### config.mk
export PLATFORM = sky130hd
export DESIGN_NAME = bit_error_rate_tester
export DESIGN_NICKNAME = d
export VERILOG_FILES = /design/src/rtl/core/bert_pkg.sv /design/src/rtl/core/bert_cnt.sv /design/src/rtl/core/bert_div.sv /design/src/rtl/core/bit_error_rate_tester.sv
export SDC_FILE = /design/constraint.sdc
export NUM_CORES = 1
export LEC_CHECK = 0
export BUFFER_PORTS_ARGS = -buffer_cell sky130_fd_sc_hd__buf_2
export CAP_MARGIN = 40
export CORE_UTILIZATION = 40
export CTS_CLUSTER_SIZE = 40
export DETAILED_ROUTE_END_ITERATION = 6
export PLACE_DENSITY = 0.58
export SYNTH_ARGS = -nofsm -noshare
export SYNTH_HDL_FRONTEND = slang
export SYNTH_SLANG_ARGS = --single-unit
### constraint.sdc
create_clock -name clk_i -period 3.3 [get_ports clk_i]
set_input_delay 0.33 -clock clk_i [delete_from_list [all_inputs] [get_ports clk_i]]
set_output_delay 0.33 -clock clk_i [all_outputs]
set_load 0.02 [all_outputs]
### src/rtl/core/bert_pkg.sv
// Package for the bit error rate tester: default sizes, item mode codes and
// the status bundle passed from the divider to the top level.
// No dependencies.
`timescale 1ns / 1ps

package bert_pkg;

  localparam int unsigned CountBitsDef     = 32;
  localparam int unsigned RatioFracBitsDef = 16;
  localparam int unsigned ModeW            = 2;
  localparam int unsigned ValueW           = 8;

  typedef enum logic [ModeW-1:0] {
    MODE_RECORD = 2'd0,
    MODE_START  = 2'd1,
    MODE_STOP   = 2'd2
  } bert_mode_e;

  typedef struct packed {
    logic done;
  } div_status_t;

endpackage

### src/rtl/core/bert_cnt.sv
// Arm flag and the two saturating counters of the tester.
// Depends on bert_pkg for the mode codes.
`timescale 1ns / 1ps

module bert_cnt import bert_pkg::*; #(
  parameter int unsigned COUNT_BITS = CountBitsDef
) (
  input  logic                  clk_i,
  input  logic                  rst_ni,
  input  logic                  accept_i,
  input  logic [ModeW-1:0]      mode_i,
  input  logic [ValueW-1:0]     expected_value_i,
  input  logic [ValueW-1:0]     received_value_i,
  output logic                  armed_o,
  output logic [COUNT_BITS-1:0] errors_o,
  output logic [COUNT_BITS-1:0] errors_d_o,
  output logic [COUNT_BITS-1:0] total_o,
  output logic [COUNT_BITS-1:0] total_d_o
);

  logic                  armed_q, armed_d;
  logic [COUNT_BITS-1:0] errors_q, errors_d;
  logic [COUNT_BITS-1:0] total_q, total_d;

  always_comb begin
    armed_d  = armed_q;
    errors_d = errors_q;
    total_d  = total_q;
    if (accept_i) begin
      case (mode_i)
        MODE_START: begin
          armed_d  = 1'b1;
          errors_d = '0;
          total_d  = '0;
        end
        MODE_STOP: begin
          armed_d = 1'b0;
        end
        MODE_RECORD: begin
          if (armed_q) begin
            if (!(&total_q)) begin
              total_d = total_q + COUNT_BITS'(1);
            end
            if ((expected_value_i != received_value_i) && !(&errors_q)) begin
              errors_d = errors_q + COUNT_BITS'(1);
            end
          end
        end
        default: begin
        end
      endcase
    end
  end

  always_ff @(posedge clk_i or negedge rst_ni) begin
    if (!rst_ni) begin
      armed_q  <= 1'b0;
      errors_q <= '0;
      total_q  <= '0;
    end else begin
      armed_q  <= armed_d;
      errors_q <= errors_d;
      total_q  <= total_d;
    end
  end

  assign armed_o    = armed_q;
  assign errors_o   = errors_q;
  assign errors_d_o = errors_d;
  assign total_o    = total_q;
  assign total_d_o  = total_d;

endmodule

### src/rtl/core/bert_div.sv
// Restoring divider, one quotient bit a cycle, for the error ratio.
// Depends on bert_pkg for the status bundle.
`timescale 1ns / 1ps

module bert_div import bert_pkg::*; #(
  parameter int unsigned COUNT_BITS = CountBitsDef,
  parameter int unsigned FRAC_BITS  = RatioFracBitsDef
) (
  input  logic                  clk_i,
  input  logic                  rst_ni,
  input  logic                  start_i,
  input  logic [COUNT_BITS-1:0] num_i,
  input  logic [COUNT_BITS-1:0] den_i,
  output div_status_t           status_o,
  output logic [FRAC_BITS:0]    quot_o
);

  localparam int unsigned CntW = $clog2(FRAC_BITS + 1);

  typedef enum logic {
    D_IDLE,
    D_RUN
  } div_state_e;

  div_state_e            state_q;
  logic [COUNT_BITS:0]   rem_q;
  logic [COUNT_BITS-1:0] den_q;
  logic [FRAC_BITS:0]    quot_q;
  logic [CntW-1:0]       cnt_q;
  logic                  zero_q;
  logic                  done_q;

  logic                  ge;
  logic [COUNT_BITS-1:0] diff;
  logic [COUNT_BITS-1:0] kept;

  // The remainder before its shift always stays below the divisor, so the
  // difference fits the counter width whenever it is kept.
  assign ge   = rem_q >= {1'b0, den_q};
  assign diff = rem_q[COUNT_BITS-1:0] - den_q;
  assign kept = ge ? diff : rem_q[COUNT_BITS-1:0];

  always_ff @(posedge clk_i or negedge rst_ni) begin
    if (!rst_ni) begin
      state_q <= D_IDLE;
      rem_q   <= '0;
      den_q   <= '0;
      quot_q  <= '0;
      cnt_q   <= '0;
      zero_q  <= 1'b1;
      done_q  <= 1'b0;
    end else begin
      done_q <= 1'b0;
      case (state_q)
        D_IDLE: begin
          if (start_i) begin
            rem_q   <= {1'b0, num_i};
            den_q   <= den_i;
            zero_q  <= (den_i == '0);
            quot_q  <= '0;
            cnt_q   <= '0;
            state_q <= D_RUN;
          end
        end
        D_RUN: begin
          quot_q <= {quot_q[FRAC_BITS-1:0], ge};
          rem_q  <= {kept, 1'b0};
          cnt_q  <= cnt_q + CntW'(1);
          if (cnt_q == CntW'(FRAC_BITS)) begin
            state_q <= D_IDLE;
            done_q  <= 1'b1;
          end
        end
        default: begin
          state_q <= D_IDLE;
        end
      endcase
    end
  end

  assign status_o.done = done_q;
  assign quot_o        = zero_q ? '0 : quot_q;

endmodule

### src/rtl/core/bit_error_rate_tester.sv
// Bit error rate tester: one word in, one result word out. A new word is only
// accepted once the result of the last has gone into the output register, so
// the pace is set by the restoring divider that produces one ratio bit a cycle.
// The result is loaded into the output register once the divider is done, if
// the output is not stalled. Asynchronous active-low reset disarms the test and
// clears both counters and the output register.
`timescale 1ns / 1ps

module bit_error_rate_tester import bert_pkg::*; #(
  parameter int unsigned COUNT_BITS      = CountBitsDef,
  parameter int unsigned RATIO_FRAC_BITS = RatioFracBitsDef
) (
  input  logic                       clk_i,
  input  logic                       rst_ni,
  input  logic                       in_valid_i,
  output logic                       in_stall_o,
  input  logic [ModeW-1:0]           mode_i,
  input  logic [ValueW-1:0]          expected_value_i,
  input  logic [ValueW-1:0]          received_value_i,
  output logic                       out_valid_o,
  input  logic                       out_stall_i,
  output logic                       test_armed_o,
  output logic [COUNT_BITS-1:0]      error_count_o,
  output logic [COUNT_BITS-1:0]      total_count_o,
  output logic [RATIO_FRAC_BITS:0]   error_ratio_o
);

  // The sequencer walks each word through three phases. In idle it takes a
  // new word, updates the counters at that edge and starts the divider on the
  // updated counts. It then waits for the divider, and once the quotient is
  // ready it moves the whole result into the output register, or holds it
  // until that register is free.
  typedef enum logic [1:0] {
    ST_IDLE,
    ST_DIV,
    ST_HOLD
  } seq_state_e;

  seq_state_e                 state_q;
  logic                       out_valid_q;
  logic                       out_armed_q;
  logic [COUNT_BITS-1:0]      out_errors_q;
  logic [COUNT_BITS-1:0]      out_total_q;
  logic [RATIO_FRAC_BITS:0]   out_ratio_q;

  logic                       accept;
  logic                       out_free;
  logic                       load;

  logic                       armed;
  logic [COUNT_BITS-1:0]      errors, errors_d;
  logic [COUNT_BITS-1:0]      total, total_d;
  div_status_t                div_status;
  logic [RATIO_FRAC_BITS:0]   quot;

  // A new word is only taken in idle. The output register may still be
  // holding the previous result, since it keeps its own copy of the counts.
  assign in_stall_o = (state_q != ST_IDLE);
  assign accept     = in_valid_i && !in_stall_o;
  assign out_free   = !out_valid_q || !out_stall_i;
  assign load       = out_free &&
                      (((state_q == ST_DIV) && div_status.done) || (state_q == ST_HOLD));

  bert_cnt #(
    .COUNT_BITS (COUNT_BITS)
  ) u_cnt (
    .clk_i            (clk_i),
    .rst_ni           (rst_ni),
    .accept_i         (accept),
    .mode_i           (mode_i),
    .expected_value_i (expected_value_i),
    .received_value_i (received_value_i),
    .armed_o          (armed),
    .errors_o         (errors),
    .errors_d_o       (errors_d),
    .total_o          (total),
    .total_d_o        (total_d)
  );

  // The divider samples the counts as they will be after this word, so the
  // division starts at the very edge that accepts the word. The error count
  // never exceeds the total, so the quotient fits one integer bit.
  bert_div #(
    .COUNT_BITS (COUNT_BITS),
    .FRAC_BITS  (RATIO_FRAC_BITS)
  ) u_div (
    .clk_i    (clk_i),
    .rst_ni   (rst_ni),
    .start_i  (accept),
    .num_i    (errors_d),
    .den_i    (total_d),
    .status_o (div_status),
    .quot_o   (quot)
  );

  always_ff @(posedge clk_i or negedge rst_ni) begin
    if (!rst_ni) begin
      state_q      <= ST_IDLE;
      out_valid_q  <= 1'b0;
      out_armed_q  <= 1'b0;
      out_errors_q <= '0;
      out_total_q  <= '0;
      out_ratio_q  <= '0;
    end else begin
      case (state_q)
        ST_IDLE: begin
          if (accept) begin
            state_q <= ST_DIV;
          end
        end
        ST_DIV: begin
          if (div_status.done) begin
            state_q <= out_free ? ST_IDLE : ST_HOLD;
          end
        end
        ST_HOLD: begin
          if (out_free) begin
            state_q <= ST_IDLE;
          end
        end
        default: begin
          state_q <= ST_IDLE;
        end
      endcase

      // The counters cannot change before the next word is accepted, so they
      // are still those of this word when the result is loaded.
      if (load) begin
        out_valid_q  <= 1'b1;
        out_armed_q  <= armed;
        out_errors_q <= errors;
        out_total_q  <= total;
        out_ratio_q  <= quot;
      end else if (out_valid_q && !out_stall_i) begin
        out_valid_q <= 1'b0;
      end
    end
  end

  // The result is driven straight from the output register.
  assign out_valid_o   = out_valid_q;
  assign test_armed_o  = out_armed_q;
  assign error_count_o = out_errors_q;
  assign total_count_o = out_total_q;
  assign error_ratio_o = out_ratio_q;

endmodule

==> flow_metrics.tcl <==
set metrics [dict create \
    run_status "complete, no violations" \
    portBuffers 105 \
    synth_area_mm2 0.0135 \
    insertion_delay_ns 0.56 \
    max-slew-margin-rel_pct 44.8 \
    synth.most_common_cell "nand2_1" \
    die-area_mm2 0.0344 \
    setup_viol 0 \
    worstSetupEndpointType "flip-flop" \
    diodes 0 \
    crit_fanout 18 \
    cts.sinks 240 \
    die_w_um 186 \
    muxShareOfSynthArea_pct 4.68 \
    rows 66 \
    cts_setup_buffers 0 \
    synth-compound-area-share_pct 16.0 \
    timing.rr.end "u_div.rem_q[14]" \
    fin_crit_ns 3.04 \
    wirelength_mm 38.2 \
    syn_to_final_growth_pct 15.4 \
    crit_path_start_kind "flip-flop" \
    period_share_pct 92.0 \
    wl_per_cell_um 18.0 \
    whs_ns 0.0489 \
    switchingPower_w 0.00539 \
    critical_path_class "flip-flop to flip-flop" \
    synthXorXnorAreaFrac_pct 2.27 \
    die_h_um 186 \
    track_usage_pct 22.7 \
    start_util_pct 41.0 \
    grt_pass1_vias 10927 \
    clkSlewWorstSetupHoldPaths_ns 0.06 \
    required_ns 3.71 \
    r2r_slack_ns 0.26 \
    worst_slew_pin_slew_ns 0.826 \
    holdPathEnd "out_valid_o" \
    grt_start_max_net_pins 93 \
    antenna_found_initial 0 \
    ys_warn_count 0 \
    ys_types 82 \
    peakVddDrop_mv 0.473 \
    post-route-util_pct 47.3 \
    worstHoldPathType "input pin to flip-flop" \
    finalWeightedCongestion 0.917 \
    synth_nets 1632 \
    p_seq_share_pct 31.7 \
    core_region_area_mm2 0.0329 \
    synth_seq_area_share_pct 44.6 \
    p_int_w 0.00788 \
    synth_ff_type "dfrtp_1" \
    p_total_w 0.0133 \
    design_area_mm2 0.0156 \
    fmax_mhz 329 \
    vias 11565 \
    htreeDepth 1 \
    via_per_inst 5.45 \
    rsz0062_at_grt "false" \
    tns_ns 0 \
    synth_common_cells "nand2_1, dfrtp_1, o21ai_0" \
    fin_skew_ns 0.0139 \
    drv_cap 0 \
    whs_path_depth 3 \
    drv_slew 0 \
    tritoncts "done" \
    drt-initial-drc-count 850 \
    synth_top_family_by_area "simple AND/OR/NAND/NOR gates" \
    final_nets 1724 \
    dpl_cell_area_mm2 0.0146 \
    clockPowerShare_pct 23.0 \
    gr-total-overflow 0 \
    synth_edf_count 0 \
    power.density_mw_per_mm2 853 \
    final_hold_viol_count 0 \
    switching_share_pct 40.7 \
    io_pins 106 \
    yosys.area_share.simple_pct 24.1 \
    hold_path.startpoint "out_stall_i" \
    drive_gt1_share_pct 14.5 \
    yosysTopAreaCellShare_pct 44.4 \
    hpwl_mm 28.2 \
    synth-adder-area-share_pct 3.77 \
    cts_buffers 27 \
    drc_errors 0 \
    cts_root_buffer "clkbuf_16" \
    ys_ff_latch 240 \
    p_comb_share_pct 45.3 \
    syn_inst 1570 \
    yosysTopAreaCell "dfrtp_1" \
    antenna_left 0 \
    worst_r2r_path_depth 12 \
    regToRegStartpoint "u_div.den_q[1]" \
    async_flop_share_pct 100 \
    avgSynthCellArea_um2 8.59 \
    grt_pass1_wl_mm 61.2 \
    synthTopCellsByArea "dfrtp_1, nand2_1, o21ai_0" \
    cp.arrival_ns 3.44 \
    drt_first_pass_iters 5 \
    clock_path_buffers 3 \
    leakage_nw 7.58 \
]
## per-stage QoR
step | std cells | setup slack [ns]
after floorplan | 1570 | 0.539
after global placement | 2074 | 0.273
after detailed placement | 2074 | 0.135
after CTS | 2121 | 0.0873
after global routing | 2121 | 0.0559
final | 2121 | 0.264
## state kept, by name, indices dropped and copies added, names as in the netlist, 5 cells and up
name            cells
u_div.rem_q        33
error_count_o      32
total_count_o      32
u_cnt.errors_o     32
u_cnt.total_o      32
u_div.den_q        32
error_ratio_o      17
u_div.quot_q       17
u_div.cnt_q         5
## how the worst max path moves through the flow
| stage | from | to | slack, ns | depth (start not counted) |
|---|---|---|---|---|
| after floorplan | u_div.rem_q[13] | u_div.rem_q[7] | 0.54 | 13 |
| after CTS | u_div.den_q[1] | u_div.rem_q[30] | 0.09 | 12 |
| after global routing | u_div.den_q[1] | u_div.rem_q[10] | 0.06 | 12 |
| final | u_div.den_q[1] | u_div.rem_q[14] | 0.26 | 12 |
| after detailed placement | u_div.den_q[1] | u_div.rem_q[30] | 0.13 | 12 |
| after global placement | u_div.den_q[1] | u_div.rem_q[15] | 0.27 | 12 |
## cell usage in the layout, fill, tap and decap left out, types with 28 or more instances in the layout
master    instances
a21oi_1          58
buf_2           104
buf_4            44
dfrtp_1         238
ha_1             39
inv_1            68
mux2i_1          54
nand2_1         392
nand3_1          42
nand4_1          28
nor2_1           85
o211ai_1         28
o21ai_0         125
## cell type report
class | count | area, µm²
multi-input cells | 1171 | 6890
clock buffers | 35 | 776
flip-flops and latches | 240 | 6010
inverters | 68 | 255
fillers | 3259 | 17300
clock inverters | 11 | 126
well taps | 442 | 553
repair buffers | 154 | 956
## kinds of logic (layout without fill, tap and decap cells)
group / Yosys count / after routing
AO/OA/AOI/OAI: 341 / 341
XOR/XNOR: 35 / 35
adder cells (fa/ha/maj): 40 / 40
buffers and inverters: 159 / 268
flip-flops: 240 / 240
multiplexers: 62 / 62
AND/OR/NAND/NOR: 693 / 693
## worst max-delay path: stages, from the launching register on
cell,delay [ns]
dfrtp_1,0.40
inv_1,0.07
ha_1,0.30
nor2b_1,0.14
o2111ai_1,0.33
a31oi_2,0.18
o21ai_2,0.26
a211oi_2,0.14
nor3_1,0.26
or2_1,0.17
buf_4,0.30
mux2i_1,0.24
a21oi_1,0.09
## layer usage
layer / wire, µm / GRT usage [%] / part of all wire (%) / vias up
met5: 0 / 0 / 0 / -
met2: 17100 / 35.7 / 45 / 249
met3: 1670 / 2.72 / 4.4 / 48
li1: - / - / - / 5656
met4: 954 / 6.33 / 2.5 / 0
met1: 18500 / 32.8 / 48 / 5612
## power groups by stage
| stage | registers, W | logic, W | clock network (W) |
|---|---|---|---|
| 3_5_place_dp | 0.00425 | 0.00598 | 0 |
| 2_1_floorplan | 0.00419 | 0.00432 | 0 |
| 3_3_place_gp | 0.00424 | 0.00595 | 0 |
| 6_report | 0.00420 | 0.00601 | 0.00306 |
| 4_1_cts | 0.00421 | 0.00602 | 0.00314 |
| 5_1_grt | 0.00429 | 0.00671 | 0.00326 |
## repair_timing
item / 4_1_cts / 5_1_grt
hold endpoints to repair: 86 / 0
resized for setup: 0 / 3
hold buffers: 1 / 0
endpoints found under the setup margin: 0 / 32
Note: power is estimated with default switching activity, not from simulation.
